<file path="src/rtl/core/bsm_pkg.sv">
// ---------------------------------------------------------------------------
// bsm_pkg
// shared widths, codes and types of the bouncing sprite motion core
// ---------------------------------------------------------------------------
package bsm_pkg;

  localparam int STEP_W     = 10;
  localparam int SKEW_W     = 3;
  localparam int SCREEN_W   = 12;
  localparam int TICK_W     = 7;
  localparam int SEC_W      = 4;
  localparam int SIZE_W     = 12;
  localparam int PCT_W      = 6;
  localparam int KIND_W     = 2;
  localparam int OUT_W      = 14;
  localparam int PHASE_W    = 15;
  localparam int CFG_IDX_W  = 3;
  localparam int CFG_DATA_W = 12;

  localparam int COORD_BITS_DEF  = 14;
  localparam int INITIAL_TOP_DEF = 100;

  localparam logic [TICK_W-1:0]  TICK_MIN  = 7'd10;
  localparam logic [PCT_W-1:0]   PCT_MAX   = 6'd41;
  localparam logic [PHASE_W-1:0] MS_PER_S  = 15'd1000;
  localparam logic [PHASE_W-1:0] CENTER_MS = 15'd101;

  // floor(p / 100) as (p * RECIP_M) >> RECIP_K, exact for p below 2^18
  localparam int PROD_W  = SCREEN_W + PCT_W;
  localparam int RECIP_W = 19;
  localparam int RECIP_K = 25;
  localparam logic [RECIP_W-1:0] RECIP_M = 19'd335545;

  // result kinds
  localparam logic [KIND_W-1:0] KIND_NONE   = 2'd0;
  localparam logic [KIND_W-1:0] KIND_STEP   = 2'd1;
  localparam logic [KIND_W-1:0] KIND_CENTER = 2'd2;

  // register map
  localparam logic [CFG_IDX_W-1:0] REG_STEP_PIXELS    = 3'd0;
  localparam logic [CFG_IDX_W-1:0] REG_SKEW_DIVISOR   = 3'd1;
  localparam logic [CFG_IDX_W-1:0] REG_SCREEN_WIDTH   = 3'd2;
  localparam logic [CFG_IDX_W-1:0] REG_SCREEN_HEIGHT  = 3'd3;
  localparam logic [CFG_IDX_W-1:0] REG_RANDOM_HOP     = 3'd4;
  localparam logic [CFG_IDX_W-1:0] REG_TICK_MS        = 3'd5;
  localparam logic [CFG_IDX_W-1:0] REG_BOUNCE_SECONDS = 3'd6;
  localparam logic [CFG_IDX_W-1:0] REG_PAUSE_SECONDS  = 3'd7;

  // register reset values
  localparam logic [STEP_W-1:0]   RST_STEP_PIXELS    = 10'd42;
  localparam logic [SKEW_W-1:0]   RST_SKEW_DIVISOR   = 3'd4;
  localparam logic [SCREEN_W-1:0] RST_SCREEN_WIDTH   = 12'd1024;
  localparam logic [SCREEN_W-1:0] RST_SCREEN_HEIGHT  = 12'd768;
  localparam logic                RST_RANDOM_HOP     = 1'b1;
  localparam logic [TICK_W-1:0]   RST_TICK_MS        = 7'd10;
  localparam logic [SEC_W-1:0]    RST_BOUNCE_SECONDS = 4'd3;
  localparam logic [SEC_W-1:0]    RST_PAUSE_SECONDS  = 4'd3;

  // datapath micro-operations
  typedef enum logic [3:0] {
    OP_NOP,
    OP_LOAD,
    OP_DIV,
    OP_MOVE,
    OP_RECIP,
    OP_CLAMP,
    OP_CENTER,
    OP_WRAP,
    OP_EMIT
  } op_e;

  typedef struct packed {
    op_e  op;
    logic en;
    logic ready;
  } bsm_ctrl_t;

  typedef struct packed {
    logic in_valid;
    logic out_blocked;
    logic pause;
    logic div_more;
  } bsm_status_t;

  typedef struct packed {
    logic [STEP_W-1:0]   step_pixels;
    logic [SKEW_W-1:0]   skew_divisor;
    logic [SCREEN_W-1:0] screen_width;
    logic [SCREEN_W-1:0] screen_height;
    logic                random_hop;
    logic [TICK_W-1:0]   tick_ms;
    logic [SEC_W-1:0]    bounce_seconds;
    logic [SEC_W-1:0]    pause_seconds;
  } bsm_cfg_t;

endpackage

</file>
<file path="src/rtl/core/bsm_sequencer.sv">
// ---------------------------------------------------------------------------
// bsm_sequencer
// step counter and control store; one control word per step with a jump
// ---------------------------------------------------------------------------
module bsm_sequencer import bsm_pkg::*; (
  input  logic        clk_i,
  input  logic        rst_ni,
  input  bsm_status_t status_i,
  output bsm_ctrl_t   ctrl_o
);

  localparam int UPC_W = 4;

  localparam logic [UPC_W-1:0] S_FETCH  = 4'd0;
  localparam logic [UPC_W-1:0] S_CHECK  = 4'd1;
  localparam logic [UPC_W-1:0] S_DIV    = 4'd2;
  localparam logic [UPC_W-1:0] S_MOVE   = 4'd3;
  localparam logic [UPC_W-1:0] S_RECIP  = 4'd4;
  localparam logic [UPC_W-1:0] S_CLAMP  = 4'd5;
  localparam logic [UPC_W-1:0] S_EMIT   = 4'd6;
  localparam logic [UPC_W-1:0] S_RET    = 4'd7;
  localparam logic [UPC_W-1:0] S_CENTER = 4'd8;
  localparam logic [UPC_W-1:0] S_WRAP   = 4'd9;

  typedef enum logic [2:0] {
    C_NEVER,
    C_ALWAYS,
    C_NO_INPUT,
    C_OUT_BLOCKED,
    C_PAUSE,
    C_DIV_MORE
  } cond_e;

  // hold: the operation waits while the jump is taken
  typedef struct packed {
    op_e              op;
    cond_e            cond;
    logic             hold;
    logic [UPC_W-1:0] target;
  } ucode_t;

  function automatic ucode_t ucode_rom(input logic [UPC_W-1:0] addr);
    ucode_t w;
    unique case (addr)
      S_FETCH:  w = '{op: OP_LOAD,   cond: C_NO_INPUT,    hold: 1'b1, target: S_FETCH};
      S_CHECK:  w = '{op: OP_NOP,    cond: C_PAUSE,       hold: 1'b0, target: S_CENTER};
      S_DIV:    w = '{op: OP_DIV,    cond: C_DIV_MORE,    hold: 1'b0, target: S_DIV};
      S_MOVE:   w = '{op: OP_MOVE,   cond: C_NEVER,       hold: 1'b0, target: S_FETCH};
      S_RECIP:  w = '{op: OP_RECIP,  cond: C_NEVER,       hold: 1'b0, target: S_FETCH};
      S_CLAMP:  w = '{op: OP_CLAMP,  cond: C_NEVER,       hold: 1'b0, target: S_FETCH};
      S_EMIT:   w = '{op: OP_EMIT,   cond: C_OUT_BLOCKED, hold: 1'b1, target: S_EMIT};
      S_RET:    w = '{op: OP_NOP,    cond: C_ALWAYS,      hold: 1'b0, target: S_FETCH};
      S_CENTER: w = '{op: OP_CENTER, cond: C_NEVER,       hold: 1'b0, target: S_FETCH};
      S_WRAP:   w = '{op: OP_WRAP,   cond: C_ALWAYS,      hold: 1'b0, target: S_EMIT};
      default:  w = '{op: OP_NOP,    cond: C_ALWAYS,      hold: 1'b0, target: S_FETCH};
    endcase
    return w;
  endfunction

  logic [UPC_W-1:0] upc_q, upc_d;
  ucode_t           word;
  logic             taken;

  assign word = ucode_rom(upc_q);

  always_comb begin
    unique case (word.cond)
      C_NEVER:       taken = 1'b0;
      C_ALWAYS:      taken = 1'b1;
      C_NO_INPUT:    taken = !status_i.in_valid;
      C_OUT_BLOCKED: taken = status_i.out_blocked;
      C_PAUSE:       taken = status_i.pause;
      C_DIV_MORE:    taken = status_i.div_more;
      default:       taken = 1'b0;
    endcase
  end

  assign upc_d = taken ? word.target : upc_q + UPC_W'(1);

  always_ff @(posedge clk_i or negedge rst_ni) begin
    if (!rst_ni) begin
      upc_q <= S_RET;
    end else begin
      upc_q <= upc_d;
    end
  end

  assign ctrl_o.op    = word.op;
  assign ctrl_o.en    = !(word.hold && taken);
  assign ctrl_o.ready = (upc_q == S_FETCH);

endmodule

</file>
<file path="src/rtl/core/bsm_serial_div.sv">
// ---------------------------------------------------------------------------
// bsm_serial_div
// restoring divider, one quotient bit per step
// ---------------------------------------------------------------------------
module bsm_serial_div import bsm_pkg::*; (
  input  logic              clk_i,
  input  logic              rst_ni,
  input  logic              start_i,
  input  logic              step_i,
  input  logic [STEP_W-1:0] dividend_i,
  input  logic [SKEW_W-1:0] divisor_i,
  output logic [STEP_W-1:0] quotient_o,
  output logic              more_o
);

  localparam int CNT_W = $clog2(STEP_W);

  logic [SKEW_W-1:0] rem_q;
  logic [STEP_W-1:0] quo_q;
  logic [CNT_W-1:0]  cnt_q;
  logic [SKEW_W:0]   trial;
  logic              fits;

  assign trial = {rem_q, quo_q[STEP_W-1]};
  assign fits  = (trial >= {1'b0, divisor_i});

  always_ff @(posedge clk_i or negedge rst_ni) begin
    if (!rst_ni) begin
      cnt_q <= '0;
    end else if (start_i) begin
      cnt_q <= '0;
    end else if (step_i) begin
      cnt_q <= cnt_q + CNT_W'(1);
    end
  end

  always_ff @(posedge clk_i) begin
    if (start_i) begin
      rem_q <= '0;
      quo_q <= dividend_i;
    end else if (step_i) begin
      if (fits) begin
        rem_q <= SKEW_W'(trial - {1'b0, divisor_i});
      end else begin
        rem_q <= trial[SKEW_W-1:0];
      end
      quo_q <= {quo_q[STEP_W-2:0], fits};
    end
  end

  assign quotient_o = quo_q;
  assign more_o     = (cnt_q != CNT_W'(STEP_W - 1));

endmodule

</file>
<file path="src/rtl/core/bsm_datapath.sv">
// ---------------------------------------------------------------------------
// bsm_datapath
// motion state, clamp and bounce logic, hop height, result and output words
// ---------------------------------------------------------------------------
module bsm_datapath import bsm_pkg::*; #(
  parameter int COORD_BITS  = COORD_BITS_DEF,
  parameter int INITIAL_TOP = INITIAL_TOP_DEF
) (
  input  logic                     clk_i,
  input  logic                     rst_ni,
  input  bsm_cfg_t                 cfg_i,
  input  bsm_ctrl_t                ctrl_i,
  input  logic                     in_valid_i,
  input  logic [SIZE_W-1:0]        rect_width_i,
  input  logic [SIZE_W-1:0]        rect_height_i,
  input  logic [PCT_W-1:0]         random_percent_i,
  input  logic                     out_stall_i,
  output bsm_status_t              status_o,
  output logic                     out_valid_o,
  output logic [KIND_W-1:0]        move_kind_o,
  output logic signed [OUT_W-1:0]  pos_x_o,
  output logic signed [OUT_W-1:0]  pos_y_o
);

  // wide enough for a coordinate plus step plus rectangle size
  localparam int AW    = ((COORD_BITS > SIZE_W) ? COORD_BITS : SIZE_W) + 3;
  localparam int CTR_W = SIZE_W + 1;

  logic do_load, do_div, do_move, do_recip, do_clamp, do_center, do_wrap, do_emit;

  assign do_load   = ctrl_i.en && (ctrl_i.op == OP_LOAD);
  assign do_div    = ctrl_i.en && (ctrl_i.op == OP_DIV);
  assign do_move   = ctrl_i.en && (ctrl_i.op == OP_MOVE);
  assign do_recip  = ctrl_i.en && (ctrl_i.op == OP_RECIP);
  assign do_clamp  = ctrl_i.en && (ctrl_i.op == OP_CLAMP);
  assign do_center = ctrl_i.en && (ctrl_i.op == OP_CENTER);
  assign do_wrap   = ctrl_i.en && (ctrl_i.op == OP_WRAP);
  assign do_emit   = ctrl_i.en && (ctrl_i.op == OP_EMIT);

  // config derived values
  logic [TICK_W-1:0]  tick;
  logic [PHASE_W-1:0] tick_ext, bounce_end, pause_end, center_end;
  logic [SKEW_W-1:0]  skew;

  assign tick       = (cfg_i.tick_ms < TICK_MIN) ? TICK_MIN : cfg_i.tick_ms;
  assign tick_ext   = {{(PHASE_W-TICK_W){1'b0}}, tick};
  assign skew       = (cfg_i.skew_divisor == '0) ? SKEW_W'(1) : cfg_i.skew_divisor;
  assign bounce_end = PHASE_W'(cfg_i.bounce_seconds) * MS_PER_S;
  assign pause_end  = bounce_end + PHASE_W'(cfg_i.pause_seconds) * MS_PER_S;
  assign center_end = bounce_end + CENTER_MS;

  // state
  logic [PHASE_W-1:0]    phase_q;
  logic [COORD_BITS-1:0] ball_x_q, ball_y_q;
  logic                  left_q, up_q;
  logic [SIZE_W-1:0]     top_q;
  logic                  out_valid_q;

  // per-item working registers
  logic [SIZE_W-1:0]       w_q, h_q;
  logic [PCT_W-1:0]        pct_q;
  logic signed [AW-1:0]    x_q, y_q;
  logic [PROD_W-1:0]       prod_q;
  logic [SIZE_W-1:0]       hop_q;
  logic [KIND_W-1:0]       res_kind_q, out_kind_q;
  logic signed [OUT_W-1:0] res_x_q, res_y_q, out_x_q, out_y_q;

  // skew division
  logic [STEP_W-1:0] dx_raw;
  logic              div_more;

  bsm_serial_div u_div (
    .clk_i      (clk_i),
    .rst_ni     (rst_ni),
    .start_i    (do_load),
    .step_i     (do_div),
    .dividend_i (cfg_i.step_pixels),
    .divisor_i  (skew),
    .quotient_o (dx_raw),
    .more_o     (div_more)
  );

  // candidate move
  logic signed [AW-1:0] bx, by, dx, dy, x_move, y_move;

  assign bx     = {{(AW-COORD_BITS){ball_x_q[COORD_BITS-1]}}, ball_x_q};
  assign by     = {{(AW-COORD_BITS){ball_y_q[COORD_BITS-1]}}, ball_y_q};
  assign dx     = {{(AW-STEP_W){1'b0}}, dx_raw};
  assign dy     = {{(AW-STEP_W){1'b0}}, cfg_i.step_pixels};
  assign x_move = left_q ? (bx - dx) : (bx + dx);
  assign y_move = up_q ? (by - dy) : (by + dy);

  // hop height product and reciprocal scaling
  logic [PCT_W-1:0]          pct_in;
  logic [PROD_W-1:0]         prod_d;
  logic [PROD_W+RECIP_W-1:0] hop_full;

  assign pct_in   = (random_percent_i > PCT_MAX) ? PCT_MAX : random_percent_i;
  assign prod_d   = {{PCT_W{1'b0}}, cfg_i.screen_height} * {{SCREEN_W{1'b0}}, pct_q};
  assign hop_full = {{RECIP_W{1'b0}}, prod_q} * {{PROD_W{1'b0}}, RECIP_M};

  // clamp at the edges
  logic signed [AW-1:0]  sw_ext, sh_ext, w_ext, h_ext, top_ext, x_fin, y_fin;
  logic signed [AW-1:0]  x_sx, y_sx;
  logic [COORD_BITS-1:0] x_wrap, y_wrap;
  logic                  left_d, up_d;
  logic [SIZE_W-1:0]     top_d;

  assign sw_ext  = {{(AW-SCREEN_W){1'b0}}, cfg_i.screen_width};
  assign sh_ext  = {{(AW-SCREEN_W){1'b0}}, cfg_i.screen_height};
  assign w_ext   = {{(AW-SIZE_W){1'b0}}, w_q};
  assign h_ext   = {{(AW-SIZE_W){1'b0}}, h_q};
  assign top_ext = {{(AW-SIZE_W){1'b0}}, top_q};

  always_comb begin
    x_fin  = x_q;
    left_d = left_q;
    if (x_q[AW-1]) begin
      x_fin  = '0;
      left_d = 1'b0;
    end else if (x_q + w_ext > sw_ext) begin
      x_fin  = sw_ext - w_ext;
      left_d = 1'b1;
    end

    y_fin = y_q;
    up_d  = up_q;
    top_d = top_q;
    if (y_q < top_ext) begin
      y_fin = top_ext;
      up_d  = 1'b0;
    end else if (y_q + h_ext > sh_ext) begin
      // floor bounce picks the next top limit
      top_d = cfg_i.random_hop ? hop_q : '0;
      y_fin = sh_ext - h_ext;
      up_d  = 1'b1;
    end
  end

  assign x_wrap = x_fin[COORD_BITS-1:0];
  assign y_wrap = y_fin[COORD_BITS-1:0];
  assign x_sx   = {{(AW-COORD_BITS){x_wrap[COORD_BITS-1]}}, x_wrap};
  assign y_sx   = {{(AW-COORD_BITS){y_wrap[COORD_BITS-1]}}, y_wrap};

  // centred position
  logic signed [CTR_W-1:0] cx, cy;
  logic                    in_window;

  assign cx = {2'b00, cfg_i.screen_width[SCREEN_W-1:1]} - {2'b00, w_q[SIZE_W-1:1]};
  assign cy = {2'b00, cfg_i.screen_height[SCREEN_W-1:1]} - {2'b00, h_q[SIZE_W-1:1]};
  assign in_window = (phase_q < center_end);

  // control state
  always_ff @(posedge clk_i or negedge rst_ni) begin
    if (!rst_ni) begin
      phase_q     <= '0;
      ball_x_q    <= '0;
      ball_y_q    <= '0;
      left_q      <= 1'b0;
      up_q        <= 1'b0;
      top_q       <= SIZE_W'(INITIAL_TOP);
      out_valid_q <= 1'b0;
    end else begin
      if (do_load || do_center) begin
        phase_q <= phase_q + tick_ext;
      end else if (do_wrap && (phase_q >= pause_end)) begin
        phase_q <= '0;
      end
      if (do_clamp) begin
        ball_x_q <= x_wrap;
        ball_y_q <= y_wrap;
        left_q   <= left_d;
        up_q     <= up_d;
        top_q    <= top_d;
      end
      if (do_emit) begin
        out_valid_q <= 1'b1;
      end else if (out_valid_q && !out_stall_i) begin
        out_valid_q <= 1'b0;
      end
    end
  end

  // payload
  always_ff @(posedge clk_i) begin
    if (do_load) begin
      w_q   <= rect_width_i;
      h_q   <= rect_height_i;
      pct_q <= pct_in;
    end
    if (do_move) begin
      x_q    <= x_move;
      y_q    <= y_move;
      prod_q <= prod_d;
    end
    if (do_recip) begin
      hop_q <= hop_full[RECIP_K+SIZE_W-1:RECIP_K];
    end
    if (do_clamp) begin
      res_kind_q <= KIND_STEP;
      res_x_q    <= x_sx[OUT_W-1:0];
      res_y_q    <= y_sx[OUT_W-1:0];
    end else if (do_center) begin
      if (in_window) begin
        res_kind_q <= KIND_CENTER;
        res_x_q    <= {{(OUT_W-CTR_W){cx[CTR_W-1]}}, cx};
        res_y_q    <= {{(OUT_W-CTR_W){cy[CTR_W-1]}}, cy};
      end else begin
        res_kind_q <= KIND_NONE;
        res_x_q    <= '0;
        res_y_q    <= '0;
      end
    end
    if (do_emit) begin
      out_kind_q <= res_kind_q;
      out_x_q    <= res_x_q;
      out_y_q    <= res_y_q;
    end
  end

  assign status_o.in_valid    = in_valid_i;
  assign status_o.out_blocked = out_valid_q && out_stall_i;
  assign status_o.pause       = (phase_q >= bounce_end);
  assign status_o.div_more    = div_more;

  assign out_valid_o = out_valid_q;
  assign move_kind_o = out_kind_q;
  assign pos_x_o     = out_x_q;
  assign pos_y_o     = out_y_q;

endmodule

</file>
<file path="src/rtl/core/bouncing_sprite_motion_core.sv">
// ---------------------------------------------------------------------------
// bouncing_sprite_motion_core
// timer-driven motion of a bouncing rectangle with a centred pause phase
// ---------------------------------------------------------------------------
// each input word is one timer tick and gives exactly one output word. the
// block takes one tick at a time: a tick in the bounce phase passes through
// the serial skew divider, which yields one quotient bit per cycle over the
// 10-bit step; a tick in the pause phase skips the divider. a finished word
// sits in the output register, so the next tick is taken while it waits;
// only when a second word is ready before the first has been taken does the
// sequencer wait at its emit step. control is a small microcode store
// (fetch, phase check, divide loop, move, hop scaling, clamp, centre, wrap,
// emit) driving a single datapath. configuration must be written only while
// no tick is in flight; the block itself does not enforce this.
// ---------------------------------------------------------------------------
module bouncing_sprite_motion_core import bsm_pkg::*; #(
  parameter int COORD_BITS  = COORD_BITS_DEF,
  parameter int INITIAL_TOP = INITIAL_TOP_DEF
) (
  input  logic                    clk_i,
  input  logic                    rst_ni,
  // register write port
  input  logic                    cfg_we_i,
  input  logic [CFG_IDX_W-1:0]    cfg_index_i,
  input  logic [CFG_DATA_W-1:0]   cfg_data_i,
  // tick words
  input  logic                    in_valid_i,
  output logic                    in_stall_o,
  input  logic [SIZE_W-1:0]       rect_width_i,
  input  logic [SIZE_W-1:0]       rect_height_i,
  input  logic [PCT_W-1:0]        random_percent_i,
  // result words
  output logic                    out_valid_o,
  input  logic                    out_stall_i,
  output logic [KIND_W-1:0]       move_kind_o,
  output logic signed [OUT_W-1:0] pos_x_o,
  output logic signed [OUT_W-1:0] pos_y_o
);

  // configuration registers, truncated to each register's width
  bsm_cfg_t cfg_q;

  always_ff @(posedge clk_i or negedge rst_ni) begin
    if (!rst_ni) begin
      cfg_q.step_pixels    <= RST_STEP_PIXELS;
      cfg_q.skew_divisor   <= RST_SKEW_DIVISOR;
      cfg_q.screen_width   <= RST_SCREEN_WIDTH;
      cfg_q.screen_height  <= RST_SCREEN_HEIGHT;
      cfg_q.random_hop     <= RST_RANDOM_HOP;
      cfg_q.tick_ms        <= RST_TICK_MS;
      cfg_q.bounce_seconds <= RST_BOUNCE_SECONDS;
      cfg_q.pause_seconds  <= RST_PAUSE_SECONDS;
    end else if (cfg_we_i) begin
      unique case (cfg_index_i)
        REG_STEP_PIXELS:    cfg_q.step_pixels    <= cfg_data_i[STEP_W-1:0];
        REG_SKEW_DIVISOR:   cfg_q.skew_divisor   <= cfg_data_i[SKEW_W-1:0];
        REG_SCREEN_WIDTH:   cfg_q.screen_width   <= cfg_data_i[SCREEN_W-1:0];
        REG_SCREEN_HEIGHT:  cfg_q.screen_height  <= cfg_data_i[SCREEN_W-1:0];
        REG_RANDOM_HOP:     cfg_q.random_hop     <= cfg_data_i[0];
        REG_TICK_MS:        cfg_q.tick_ms        <= cfg_data_i[TICK_W-1:0];
        REG_BOUNCE_SECONDS: cfg_q.bounce_seconds <= cfg_data_i[SEC_W-1:0];
        REG_PAUSE_SECONDS:  cfg_q.pause_seconds  <= cfg_data_i[SEC_W-1:0];
      endcase
    end
  end

  // sequencer to datapath
  bsm_ctrl_t   ctrl;
  bsm_status_t status;

  bsm_sequencer u_seq (
    .clk_i    (clk_i),
    .rst_ni   (rst_ni),
    .status_i (status),
    .ctrl_o   (ctrl)
  );

  bsm_datapath #(
    .COORD_BITS  (COORD_BITS),
    .INITIAL_TOP (INITIAL_TOP)
  ) u_dp (
    .clk_i            (clk_i),
    .rst_ni           (rst_ni),
    .cfg_i            (cfg_q),
    .ctrl_i           (ctrl),
    .in_valid_i       (in_valid_i),
    .rect_width_i     (rect_width_i),
    .rect_height_i    (rect_height_i),
    .random_percent_i (random_percent_i),
    .out_stall_i      (out_stall_i),
    .status_o         (status),
    .out_valid_o      (out_valid_o),
    .move_kind_o      (move_kind_o),
    .pos_x_o          (pos_x_o),
    .pos_y_o          (pos_y_o)
  );

  // a tick is taken only at the fetch step; stalled during reset as well
  assign in_stall_o = !ctrl.ready;

endmodule

</file>
<file path="config.mk">
export PLATFORM = sky130hd
export DESIGN_NAME = bouncing_sprite_motion_core
export DESIGN_NICKNAME = d
export VERILOG_FILES = /design/src/rtl/core/bsm_pkg.sv /design/src/rtl/core/bsm_sequencer.sv /design/src/rtl/core/bsm_serial_div.sv /design/src/rtl/core/bsm_datapath.sv /design/src/rtl/core/bouncing_sprite_motion_core.sv
export SDC_FILE = /design/constraint.sdc
export NUM_CORES = 1
export LEC_CHECK = 0
export BUFFER_PORTS_ARGS = -buffer_cell sky130_fd_sc_hd__buf_2
export CORE_MARGIN = 5
export CORE_UTILIZATION = 55
export CTS_CLUSTER_SIZE = 16
export DETAILED_ROUTE_END_ITERATION = 7
export PLACE_DENSITY = 0.84
export SYNTH_ARGS = -nofsm -noshare
export SYNTH_HDL_FRONTEND = slang
export SYNTH_HIERARCHICAL = 1
export SYNTH_SLANG_ARGS = --single-unit
</file>
<file path="constraint.sdc">
create_clock -name clk_i -period 5.45 [get_ports clk_i]
set_input_delay 1.09 -clock clk_i [delete_from_list [all_inputs] [get_ports clk_i]]
set_output_delay 1.09 -clock clk_i [all_outputs]
set_load 0.05 [all_outputs]
</file>
Word level (Yosys, flattened, before mapping)
Memories as Yosys holds them, arrays and structs flattened.
Cells that the tools add are included.
{ "totals": {"register_bits": 286, "latchBits": 0, "ram_bits": 0, "mem_bits_ro": 176, "inputBits": 50, "output_inout_bits": 32, "n_memories": 1} }
{ "classes": {"n_addsub": 16, "multipliers": 4, "div_mod_pow": 0, "order_cmp": 9, "n_eq_ne": 21, "shift": 0, "n_mux": 31, "bitwise_logic": 1, "n_reduce_logical": 37} }
{ "memory_table": {"columns": ["memory", "depth", "width", "read_ports", "rd_ports_with_merged_regs", "write_ports", "line", "text"], "rows": [
  ["(no name shown)", 16, 11, 1, 0, 0, "bsm_sequencer.sv:44", "unique case (addr)"]
]} }
{ "ops": {"columns": ["op", "count"], "rows": [
  ["$mux W14", 10],
  ["$mul A18 B19 Y37 const B", 1],
  ["$add A17 B13 Y17", 2],
  ["$gt A17 B13 Y1", 2],
  ["$mux W17", 2],
  ["$add A14 B11 Y15", 2],
  ["$mux W15", 2],
  ["$sub A14 B11 Y15", 2],
  ["$sub A12 B12 Y13", 2],
  ["$sub A11 B11 Y12", 2],
  ["$mul A4 B7 Y11 const B", 2],
  ["$mux W10", 2],
  ["$reduce_and A2 Y1", 10],
  ["$eq A3 B3 Y1 const B", 6],
  ["$mul A12 B6 Y18", 1],
  ["$lt A17 B13 Y1", 1],
  ["$eq A4 B3 Y1 const B", 4],
  ["$add A14 B14 Y15", 1],
  ["$add A14 B7 Y15 const B", 1],
  ["$add A15 B7 Y15", 1],
  ["$ge A15 B14 Y1", 1],
  ["$ge A15 B15 Y1", 1],
  ["$lt A15 B15 Y1", 1],
  ["$eq A3 B2 Y1 const B", 4],
  ["other kinds (25)", 56]
]} }

Logic depth before layout (Yosys ltp)
Gate-level depths: netlist of the first run.
{ "depth": {"word_depth": 9, "ltp_mapped": 22} }

By module
Netlist of the first run, hierarchy kept.
{ "modules_own_cells": {"columns": ["mod", "n_inst", "cells_per_inst", "area_each_um2", "seq_area_each_um2"], "rows": [
  ["bsm_datapath", 1, 2301, 22770.6, 5939.4],
  ["bouncing_sprite_motion_core", 1, 119, 2049.5, 1343.8],
  ["bsm_serial_div", 1, 75, 900.9, 460.4],
  ["bsm_sequencer", 1, 57, 462.9, 103.8]
]} }

Worst setup path before layout of the first run
Ideal clock, no wire load.
{ "synth_timing": {"path_kind": "reg-to-reg", "startpoint": "register u_dp.prod_q[9]", "endpoint": "register u_dp.hop_q[4] (data pin)", "setup_ns": 0.261, "arrival_time_ns": 5.487, "required_time_ns": 5.189, "slack_ns": -0.298, "path_stages_with_launch": 17, "period_less_slack_ns": 5.748, "path_cell_list": "edfxtp_1 -> fa_1 -> inv_1 -> fa_1 -> fa_1 -> fa_1 -> fa_1 -> fa_1 -> inv_1 -> ha_1 -> nand4_1 -> a211o_1 -> a31oi_1 -> o21ai_0 -> a21boi_0 -> nor4_1 -> a311o_1"} }
{ "synth_between": {"elab_chain_len": 1} }
{ "synth_rtl": {"columns": ["element", "line", "text"], "rows": [
  ["from (decl)", "bsm_datapath.sv:63", "logic [PROD_W-1:0] prod_q;"],
  ["from (signal assigned)", "bsm_datapath.sv:194", "prod_q <= prod_d;"],
  ["$mul A18 B19 Y37", "bsm_datapath.sv:100", "assign hop_full = {{RECIP_W{1'b0}}, prod_q} * {{PROD_W{1'b0}}, RECIP_M};"],
  ["via u_dp.hop_full[29]", "bsm_datapath.sv:96", "logic [PROD_W+RECIP_W-1:0] hop_full;"],
  ["to (signal assigned)", "bsm_datapath.sv:197", "hop_q <= hop_full[RECIP_K+SIZE_W-1:RECIP_K];"],
  ["to (decl)", "bsm_datapath.sv:64", "logic [SIZE_W-1:0] hop_q;"]
]} }
The timed path passes the listed nets, and every way through them passes these cells.
A chain may end at the register's enable or synchronous reset.

Worst setup path in the final report of the first run
{ "layout_timing": {"startpoint": "register u_dp.prod_q[16]", "endpoint": "register u_dp.hop_q[9] (data pin)"} }
Same word-level chain as after synthesis.

==> metrics.md, run 1 <==
| Metric | Value |
|---|---|
| Filler cell count | `roughly 3700` |
| Die width | `roughly 230 um` |
| Total GRT Usage | `25.0%` |
| Flop2flop setup slack | `-0.25 ns` |
| Die Ht | `approximately 230 um` |
| H-tree depth | `2` |
| Critical path class | `register to register` |
| Layout cell share with drive strength beyond 1 | `between 10% and 20%` |
| CP max FO | `5` |
| PortBufs | `just over 80` |
| Largest area contributor in the netlist | `edfxtp_1` |
| Core ar. | `~0.047 mm2` |
| Startpoint class of the critical path | `register` |
| Sequential-to-total area share from yosys stat | `between 20% and 30%` |
| TritonCTS Buffers | `34` |
| Maximum clock insertion buffer count | `3` |
| Residual DRC | `0` |
| Routing usage on met1 | `approximately a third` |
| Final Skew | `between 0.02 and 0.03 ns` |
| Most numerous cell in the Yosys netlist | `inv_1` |
| First DRT Iteration DRCs | `1574` |
| CP Launch Point | `u_dp/prod_q[16]` |
| Starting density of the core | `about 55%` |
| Top Usage Layer GRT | `met2` |
| Post-layout util | `between 60% and 70%` |
| Layout Nets | `roughly 3300` |
| DR vias/cell | `about 5.9` |
| Detailed-route wire length | `approximately 66000 um` |
| Number of global-route vias before repair | `20700` |
| Pre-CTS setup slack | `-0.345 ns` |
| Io pins | `between 80 and 90` |
| Seq cells post-synth | `282` |
| Mapped Area | `0.0262 mm2` |
| Final WS setup | `-0.245 ns` |
| Reg-to-reg startpoint | `u_dp/prod_q[16]` |
| RSZ-0062 raised after global routing | `yes` |
| Hold Path Class | `register to register` |
| M2 GR Usage | `a little over two fifths` |
| Max_slew headroom | `roughly 16%` |
| Die ar. | `approximately 0.052 mm2` |
| Fmax achieved | `176 MHz` |
| Synth Area per Inst | `around 10 um2` |
| Num rows | `80` |
| HPWL after detailed placement | `around 51000 um` |
| ANT nets after route | `0` |
| Final Hold Fails | `0` |
| First-pass GRT wire length | `around 110000 um` |
| Antenna diode count | `0` |
| Top post-synthesis cells by count | `inv_1, ha_1, fa_1, nand2_1, edfxtp_1` |
| Top area cells in the synthesized netlist | `edfxtp_1, ha_1, fa_1, dfrtp_1, inv_1` |
| Max-cap viol count | `0` |
| Final min period | `5.70 ns` |
| Clk root buf | `clkbuf_16` |
| Placer congestion estimate | `0.971` |
| Post-synthesis cell type count | `86` |
| Top cell type's share of synthesized area | `a little under a fifth` |
| Via count | `approximately 20000` |
| Failing checks | `negative setup slack` |
| Ys flop type | `edfxtp_1` |
| Fin cells | `3362` |
| Final instance area | `between 0.02 and 0.03 mm2` |
| Drt wl/cell | `approximately 20 um` |
| Worst Path Required | `between 5 and 6 ns` |
| Clk pin slew, worst setup/hold paths | `around 0.05 ns` |
| Antenna violations before repair | `3` |
| Status | `complete, but fails checks` |
| Pre-antenna DRT Iters | `5` |
| Placed cells | `about 3300` |
| Gr ovfl total | `0` |
| Least-Margin Pin Slew | `1.25 ns` |
| CTS hold repair buffers | `0` |
| Mapped Cells | `between 2000 and 3000` |
| FFs w/ async S/R, synth | `42.2%` |
| Final setup fails | `9` |
| TritonCTS clock tree | `built` |
| M3 GR Usage | `4.49%` |
| Final Cycle Share | `104%` |
| Crit path capture type | `register` |
| Syn_nets | `approximately 3200` |
| Syn. warnings | `6` |
| Synth-to-Final Area Change | `12.3%` |
| Critical path arrival | `between 6 and 7 ns` |
| Largest net degree at the start of global routing | `between 70 and 80` |
| Max Transition Viols Final | `0` |
| CTS sink cnt | `roughly 280` |
| Placed Area | `~0.028 mm2` |
| Clk_lat worst skew | `between 0.5 and 0.6 ns` |
| EDFF count, synth | `around 160` |
| Worst Min Path Start | `u_dp/res_y_q[1]` |
==> placed cells by master (no fill, tap or decap), types with 10 or more instances in the layout <==
| cell type | instances |
|---|---|
| and2_1 | 25 |
| nor3_1 | 36 |
| xnor2_1 | 119 |
| nand4_1 | 15 |
| o21ai_0 | 73 |
| edfxtp_1 | 158 |
| nor2b_1 | 27 |
| and3_1 | 13 |
| dfstp_2 | 20 |
| o211ai_1 | 11 |
| o21ai_1 | 24 |
| o22ai_1 | 20 |
| or3_1 | 18 |
| buf_2 | 80 |
| mux2_2 | 63 |
| ha_1 | 370 |
| inv_2 | 11 |
| nand3_1 | 38 |
| a21oi_1 | 93 |
| buf_4 | 105 |
| mux2i_1 | 41 |
| inv_1 | 387 |
| a31oi_1 | 15 |
| a21o_1 | 59 |
| nand2b_1 | 16 |
| a211oi_1 | 14 |
| a22oi_1 | 17 |
| clkbuf_16 | 36 |
| nand2_1 | 175 |
| o21bai_1 | 16 |
| or2_2 | 10 |
| a21boi_0 | 10 |
| o21a_1 | 18 |
| dfrtp_1 | 99 |
| xor2_1 | 36 |
| fa_1 | 177 |
| nor2_1 | 102 |
==> cell type report <==
cell class	instances	area (um2)	area share [%]
clock inverters	20	188	0.638
well taps	615	769	2.62
inverters	398	1490	5.08
flip-flops and latches	282	7850	26.7
clock buffers	42	923	3.14
multi-input cells	1815	16900	57.6
repair buffers	190	1250	4.26
==> kinds of logic (layout without fill, tap and decap cells) <==
logic type                 count (synthesis)  after routing  synth area share, %
DFF                                      282            282                 30.0
AOI/OAI and AO/OA                        461            461                 11.7
xor gates and xnor gates                 158            158                 5.29
adders and majority gates                563            563                 32.2
muxes                                    104            104                 4.28
buffers and inverters                    455            650                 6.69
and+or+nand+nor                          529            529                 9.90
==> registers in the layout (all words and copies together) (netlist names), 14 cells and up <==
register       cells
u_dp/x_q          15
u_dp/pos_y_o      14
u_dp/prod_q       18
u_dp/pos_x_o      14
u_dp/res_x_q      14
u_dp/y_q          15
u_dp/ball_y_q     14
u_dp/phase_q      15
u_dp/ball_x_q     14
u_dp/res_y_q      14
cfg_q             53
==> per-stage QoR <==
stage                     setup TNS [ns]  hold WS (ns)
final                              -1.66         0.419
after global placement            -0.655         0.402
after CTS                          -1.21         0.421
after global routing               -2.77         0.423
after floorplan                        0         0.400
after detailed placement           -3.11         0.407
==> critical path, stage by stage (launching register included) <==
cell	delay (ns)
edfxtp_1	0.41
buf_6	0.14
fa_2	0.55
inv_2	0.05
fa_2	0.58
fa_2	0.44
fa_1	0.55
fa_1	0.43
fa_1	0.50
inv_2	0.05
ha_4	0.25
nand4_1	0.18
a211o_1	0.35
a31oi_4	0.30
a21o_4	0.23
a31oi_4	0.11
nand2b_4	0.16
a221oi_2	0.23
==> layer usage <==
layer	share of wire (%)	wire [um]	up-vias
li1	-	-	9111
met1	41	27100	9747
met2	48	31900	770
met3	7.3	4860	177
met4	3.5	2340	2
met5	0.030	20	-
==> worst paths after layout <==
check	to	cells past startpoint
setup / recovery	u_dp/hop_q[9]	17
hold / removal	u_dp/pos_y_o[1]	0
setup reg to reg	u_dp/hop_q[9]	17
hold reg to reg	u_dp/pos_y_o[1]	0
max in group asynchronous	u_dp/top_q[10]	2
min in group asynchronous	cfg_q[34]	1
==> what timing repair did <==
action	4_1_cts	5_1_grt
setup endpoints to repair	25	50
resized for setup	23	33
pin swaps	43	24
buffers inserted	13	11
Power of run 1 is not shown: default switching activity piles up to over one toggle a cycle in this logic, so the estimate is an artifact.
==> run 2, diff against run 1 <==
--- a/config.mk
+++ b/config.mk
@@ -11,6 +11,7 @@
 export CTS_CLUSTER_SIZE = 16
 export DETAILED_ROUTE_END_ITERATION = 7
 export PLACE_DENSITY = 0.84
+export RECOVER_POWER = 100
 export SYNTH_ARGS = -nofsm -noshare
 export SYNTH_HDL_FRONTEND = slang
 export SYNTH_HIERARCHICAL = 1
==> run 2 against run 1 <==
Compared with the run above: the flow finishes with violations (max-capacitance violations, max-slew violations, negative setup slack); first-iteration DRC count fell by 3.2%; clock skew rose by 0.0024 ns; hold slack barely moved; global-route usage did not move; critical path type unchanged.
==> metrics.md, run 2 (same netlist as run 1, synthesis figures left out) <==
| Metric | Value |
|---|---|
| Status | `complete, but fails checks` |
| Failing checks | `max-capacitance violations, max-slew violations, negative setup slack` |
| Die width | `approximately 230 um` |
| TritonCTS Buffers | `34` |
| Layout Nets | `~3300` |
| Final WS setup | `-0.239 ns` |
| Total GRT Usage | `around a quarter` |
| Top reg by flops | `cfg_q` |
| Final min period | `around 5.7 ns` |
| Hold Path End | `u_dp/pos_y_o[1]` |
| Via count | `between 15000 and 20000` |
| ANT nets after route | `0` |
| Die Ht | `228 um` |
| Bufs and invs on worst path | `3` |
| WHS Path Cells | `0` |
| Worst Min Path Start | `u_dp/res_y_q[1]` |
| Final Skew | `0.0303 ns` |
| Largest net degree at the start of global routing | `71` |
| Filler cell count | `approximately 3700` |
| Critical path class | `register to register` |
| Starting density of the core | `between 50% and 60%` |
| Layout cell share with drive strength beyond 1 | `between 10 and 15%` |
| CTS sink cnt | `around 280` |
| Startpoint class of the critical path | `register` |
| Clk pin slew, worst setup/hold paths | `roughly 0.06 ns` |
| Reg2Reg Depth | `17` |
| Fmax achieved | `176 MHz` |
| Clk_lat worst skew | `0.56 ns` |
| Top cell family by delay on the critical path | `adder cells` |
| Die ar. | `0.0521 mm2` |
| CTS hold repair buffers | `0` |
| Max Transition Viols Final | `between 200 and 250` |
| First DRT Iteration DRCs | `between 1500 and 2000` |
| Least-Margin Pin Slew | `3.88 ns` |
| Max-cap viol count | `7` |
| Final hold slack | `about 0.42 ns` |
| Num rows | `80` |
| Placed cells | `between 3000 and 4000` |
| Crit path capture type | `register` |
| Synth-to-Final Area Change | `11.7%` |
| Sequential cell area | `between 0.007 and 0.008 mm2` |
| Pre-antenna DRT Iters | `6` |
| Max reg flops | `between 50 and 60` |
| Reg-to-reg startpoint | `u_dp/prod_q[16]` |
| Critical path arrival | `~6.0 ns` |
| Final Hold Fails | `0` |
| Final setup fails | `9` |
| RSZ-0062 raised after global routing | `yes` |
| Gr ovfl total | `0` |
| Most frequent cells in the layout | `inv_1, ha_1, fa_1` |
| Critical R2R Capture | `u_dp/hop_q[4]` |
| Largest regs | `cfg_q: 53 flops, u_dp/prod_q: 18 flops` |
| H-tree depth | `2` |
| Worst Path Required | `about 5.7 ns` |
| TritonCTS clock tree | `built` |
| First-pass GRT wire length | `107000 um` |
| Io pins | `approximately 80` |
| Flop2flop setup slack | `-0.24 ns` |
| Core ar. | `0.0474 mm2` |
| Final Cycle Share | `104%` |
| HPWL after detailed placement | `between 50000 and 60000 um` |
| Fin cells | `approximately 3400` |
| Worst path cell trace | `buf_6 > fa_2 > inv_2 > fa_2 > fa_2 > fa_1 > fa_1 > fa_1 > inv_2 > ha_4 > nand4_1 > a211o_1 > a31oi_4 > o21ai_4 > a21boi_2 > nor4_2 > a311o_1` |
| Max_slew headroom | `-158%` |
| Maximum clock insertion buffer count | `3` |
| Detailed-route wire length | `66100 um` |
| Residual DRC | `0` |
| Hold Path Class | `register to register` |
| Most common cell after layout, fill and taps aside | `inv_1` |
| CP max FO | `4` |
| Post-layout util | `about three fifths` |
| Drt wl/cell | `roughly 20 um` |
| Placer congestion estimate | `0.971` |
| PortBufs | `81` |
| Number of global-route vias before repair | `just over 20000` |
| DR vias/cell | `around 5.9` |
| Antenna violations before repair | `3` |
| Area of the multi-input gates | `around 0.017 mm2` |
| Slowest CP cell | `fa_2` |
| Clk root buf | `clkbuf_16` |
| Pre-CTS setup slack | `-0.345 ns` |
| CP peak stage delay | `between 0.5 and 0.6 ns` |
| Antenna diode count | `0` |
-- run 2: how the worst max path moves through the flow --
| stage | from | to | slack, ns | cells after the start |
|---|---|---|---|---|
| after detailed placement | u_dp/prod_q[7] | u_dp/hop_q[9] | -0.35 | 18 |
| final | u_dp/prod_q[16] | u_dp/hop_q[4] | -0.24 | 17 |
| after global placement | u_dp/prod_q[9] | u_dp/hop_q[9] | -0.16 | 16 |
| after global routing | u_dp/prod_q[8] | u_dp/hop_q[9] | -0.38 | 21 |
| after CTS | u_dp/prod_q[6] | u_dp/hop_q[4] | -0.22 | 18 |
| after floorplan | u_dp/prod_q[8] | u_dp/hop_q[11] | 0.0003 | 19 |
-- run 2: final cells by class --
cell class | instances | share of cell area (%)
multi-input cells | 1815 | 57.7
flip-flops and latches | 282 | 26.8
inverters | 398 | 5.11
repair buffers | 190 | 3.99
clock buffers | 42 | 3.16
well taps | 615 | 2.63
clock inverters | 20 | 0.641
-- run 2: layer usage --
| metal | GRT usage, % | vias to the layer above | wire length (um) |
|---|---|---|---|
| li1 | - | 9121 | - |
| met1 | 32.8 | 9730 | 27100 |
| met2 | 42.0 | 782 | 31700 |
| met3 | 4.49 | 168 | 4850 |
| met4 | 9.08 | 2 | 2400 |
| met5 | 0 | - | 20 |
-- run 2: worst register-to-register path: cells and delay by family, from the launching register on --
kind / cells / cell delay [ns]
buffers and inverters: 3 / 0.24
AOI/OAI and AO/OA: 5 / 1.25
and+or+nand+nor: 2 / 0.24
DFF: 1 / 0.41
adders and majority gates: 7 / 3.31
-- run 2: what timing repair did --
action,CTS,global route
endpoints found under the setup margin,25,50
pin swaps,43,24
resized for setup,23,33
buffers inserted,13,11
endpoints found under the hold margin,0,0
-- run 2: metrics by stage --
| stage | TNS (ns) | cell area (um2) |
|---|---|---|
| 4_1_cts | -1.21 | 29200 |
| 6_report | -1.65 | 29300 |
| 3_5_place_dp | -3.11 | 27800 |
| 2_1_floorplan | 0 | 26200 |
| 3_3_place_gp | -0.655 | 27800 |
| 5_1_grt | -14.96 | 29300 |
Power of run 2 is left out for the same reason.
==> run 3, diff against run 2 <==
--- a/config.mk
+++ b/config.mk
@@ -5,11 +5,13 @@
 export SDC_FILE = /design/constraint.sdc
 export NUM_CORES = 1
 export LEC_CHECK = 0
+export ABC_AREA = 1
 export BUFFER_PORTS_ARGS = -buffer_cell sky130_fd_sc_hd__buf_2
 export CORE_MARGIN = 5
 export CORE_UTILIZATION = 55
 export CTS_CLUSTER_SIZE = 16
 export DETAILED_ROUTE_END_ITERATION = 7
+export MAX_ROUTING_LAYER = met4
 export PLACE_DENSITY = 0.84
 export RECOVER_POWER = 100
 export SYNTH_ARGS = -nofsm -noshare
==> run 3 against run 2 <==
Compared with the run above: the flow finishes with violations (max-capacitance violations, max-slew violations); critical path depth grew 2; clock-buffer cell count is 3 higher; sequential cell count did not move; cell count rose by 24%; clock skew is 0.0052 ns lower; core utilization is 0.52 points lower; non-clock buffer count shrank 54.
==> metrics.md, run 3 <==
| Metric | Value |
|---|---|
| ANT nets after route | `0` |
| Starting density of the core | `a little under three fifths` |
| Mapped Cells | `roughly 3300` |
| EDFF count, synth | `about 160` |
| Status | `complete, but fails checks` |
| Max_slew headroom | `-55.5%` |
| FFs w/ async S/R, synth | `between 40% and 50%` |
| Final Hold Fails | `0` |
| Core ar. | `about 0.05 mm2` |
| Synth Area per Inst | `8.35 um2` |
| Final Cycle Share | `slightly below 100%` |
| Pre-CTS setup slack | `-0.0330 ns` |
| Most frequent cells in the layout | `nand2_1, inv_1, ha_1` |
| Clk root buf | `clkbuf_16` |
| Startpoint class of the critical path | `register` |
| Max Transition Viols Final | `152` |
| Max reg flops | `53` |
| Fin cells | `between 4000 and 5000` |
| Top reg by flops | `cfg_q` |
| Via count | `around 23000` |
| Most numerous cell in the Yosys netlist | `nand2_1` |
| Clk_lat worst skew | `approximately 0.57 ns` |
| CTS hold repair buffers | `0` |
| Seq cells post-synth | `approximately 280` |
| Number of global-route vias before repair | `~23000` |
| HPWL after detailed placement | `57400 um` |
| Syn. warnings | `6` |
| Crit path capture type | `register` |
| Critical path arrival | `around 5.7 ns` |
| Setup TNS | `0 ns` |
| CTS sink cnt | `roughly 280` |
| Ys flop type | `edfxtp_1` |
| Die Ht | `between 200 and 250 um` |
| Bufs and invs on worst path | `5` |
| Fmax achieved | `around 190 MHz` |
| Top cell type's share of synthesized area | `17.0%` |
| Final Skew | `0.0251 ns` |
| Final WS setup | `about 0.093 ns` |
| Residual DRC | `0` |
| H-tree depth | `2` |
| Antenna diode count | `0` |
| Placer congestion estimate | `about 1` |
| Final instance area | `between 0.03 and 0.04 mm2` |
| Critical path class | `register to register` |
| Drt wl/cell | `between 15 and 20 um` |
| Top post-synthesis cells by count | `nand2_1, inv_1, ha_1, nand3_1, a21oi_1` |
| Hold Path Class | `register to register` |
| Layout Nets | `roughly 4000` |
| TritonCTS Buffers | `35` |
| Largest regs | `cfg_q: 53 flops, u_dp/prod_q: 18 flops` |
| Synth-to-Final Area Change | `9.80%` |
| Die ar. | `roughly 0.055 mm2` |
| Final min period | `5.36 ns` |
| CP peak stage delay | `0.63 ns` |
| CP max FO | `4` |
| Top cell family by delay on the critical path | `adder cells` |
| Pre-antenna DRT Iters | `6` |
| First DRT Iteration DRCs | `just over 2000` |
| Largest area contributor in the netlist | `edfxtp_1` |
| DR vias/cell | `~5.5` |
| Io pins | `82` |
| Sequential-to-total area share from yosys stat | `~28%` |
| First-pass GRT wire length | `about 120000 um` |
| Gr ovfl total | `0` |
| Worst path cell trace | `fa_2 > inv_1 > fa_1 > inv_1 > ha_1 > fa_1 > inv_1 > fa_1 > fa_1 > inv_1 > ha_1 > a21oi_2 > o21ai_0 > a21oi_1 > nand2_1 > a21oi_1 > buf_4 > o21bai_1 > xor2_1` |
| Syn_nets | `~4000` |
| Failing checks | `max-capacitance violations, max-slew violations` |
| PortBufs | `between 80 and 90` |
| Maximum clock insertion buffer count | `3` |
| Layout cell share with drive strength beyond 1 | `8.23%` |
| Largest net degree at the start of global routing | `60` |
| Slowest CP cell | `fa_2` |
| Die width | `roughly 240 um` |
| Clk pin slew, worst setup/hold paths | `0.06 ns` |
| Worst Path Required | `about 5.8 ns` |
| Post-synthesis cell type count | `57` |
| Most common cell after layout, fill and taps aside | `nand2_1` |
| Mapped Area | `approximately 0.028 mm2` |
| Top area cells in the synthesized netlist | `edfxtp_1, ha_1, fa_1, nand2_1, dfrtp_1` |
| Antenna violations before repair | `1` |
| Detailed-route wire length | `73400 um` |
| TritonCTS clock tree | `built` |
| Total GRT Usage | `26.9%` |
| Final setup fails | `0` |
| Num rows | `82` |
| Placed Area | `between 0.02 and 0.03 mm2` |
| Max-cap viol count | `4` |
| Placed cells | `between 4000 and 5000` |
| Least-Margin Pin Slew | `2.33 ns` |
run 3: logic make-up after synthesis:
group	Yosys count	share of synthesized area (%)
XOR/XNOR	144	4.54
flip-flops	282	28.1
adder cells (fa/ha/maj)	563	30.2
AND/OR/NAND/NOR	1323	20.6
buffers and inverters	668	9.36
AO/OA/AOI/OAI	365	7.27
run 3: per-layer routing:
| layer | GRT usage [%] | share of wire [%] |
|---|---|---|
| met5 | - | 0 |
| met4 | 8.11 | 3.6 |
| met3 | 4.52 | 8.5 |
| met2 | 41.9 | 45 |
| met1 | 36.6 | 42 |
run 3: metrics by stage:
step	util [%]	hold WS, ns
after floorplan	-	0.400
after global placement	58.3	0.406
after detailed placement	58.3	0.407
after CTS	60.8	0.417
after global routing	61.1	0.424
final	61.1	0.416
run 3: final timing paths:
kind	from	to	slack [ns]	depth (start not counted)
min in group asynchronous	rst_ni	cfg_q[37]	0.84	1
max in group asynchronous	rst_ni	u_dp/out_valid_o	1.77	2
hold / removal	u_dp/res_y_q[13]	u_dp/pos_y_o[13]	0.42	0
hold reg to reg	u_dp/res_y_q[13]	u_dp/pos_y_o[13]	0.42	0
setup / recovery	u_dp/prod_q[3]	u_dp/hop_q[10]	0.09	19
setup reg to reg	u_dp/prod_q[3]	u_dp/hop_q[10]	0.09	19
run 3: repair_timing:
action                                  4_1_cts  5_1_grt
gates cloned                                  0        0
resized for setup                             2       57
endpoints found under the setup margin        5       41
setup buffers                                 0       10
pin swaps                                     0       25
run 3: area by class of cell:
class	instances	area, um2
Clock buffer	45	997
Sequential cell	282	7850
Tap cell	672	841
Fill cell	4173	19500
Inverter	621	2330
Timing Repair Buffer	136	737
Multi-Input combinational cell	2395	17700
Clock inverter	19	234
run 3: worst reg2reg max path: stages (launching register included):
cell and delay [ns]:
edfxtp_1 0.42, fa_2 0.63, inv_1 0.07, fa_1 0.49, inv_1 0.06, ha_1 0.32, fa_1 0.50, inv_1 0.06
fa_1 0.50, fa_1 0.56, inv_1 0.07, ha_1 0.35, a21oi_2 0.15, o21ai_0 0.14, a21oi_1 0.19, nand2_1 0.10
a21oi_1 0.15, buf_4 0.16, o21bai_1 0.07, xor2_1 0.14
Power of run 3 is left out for the same reason.
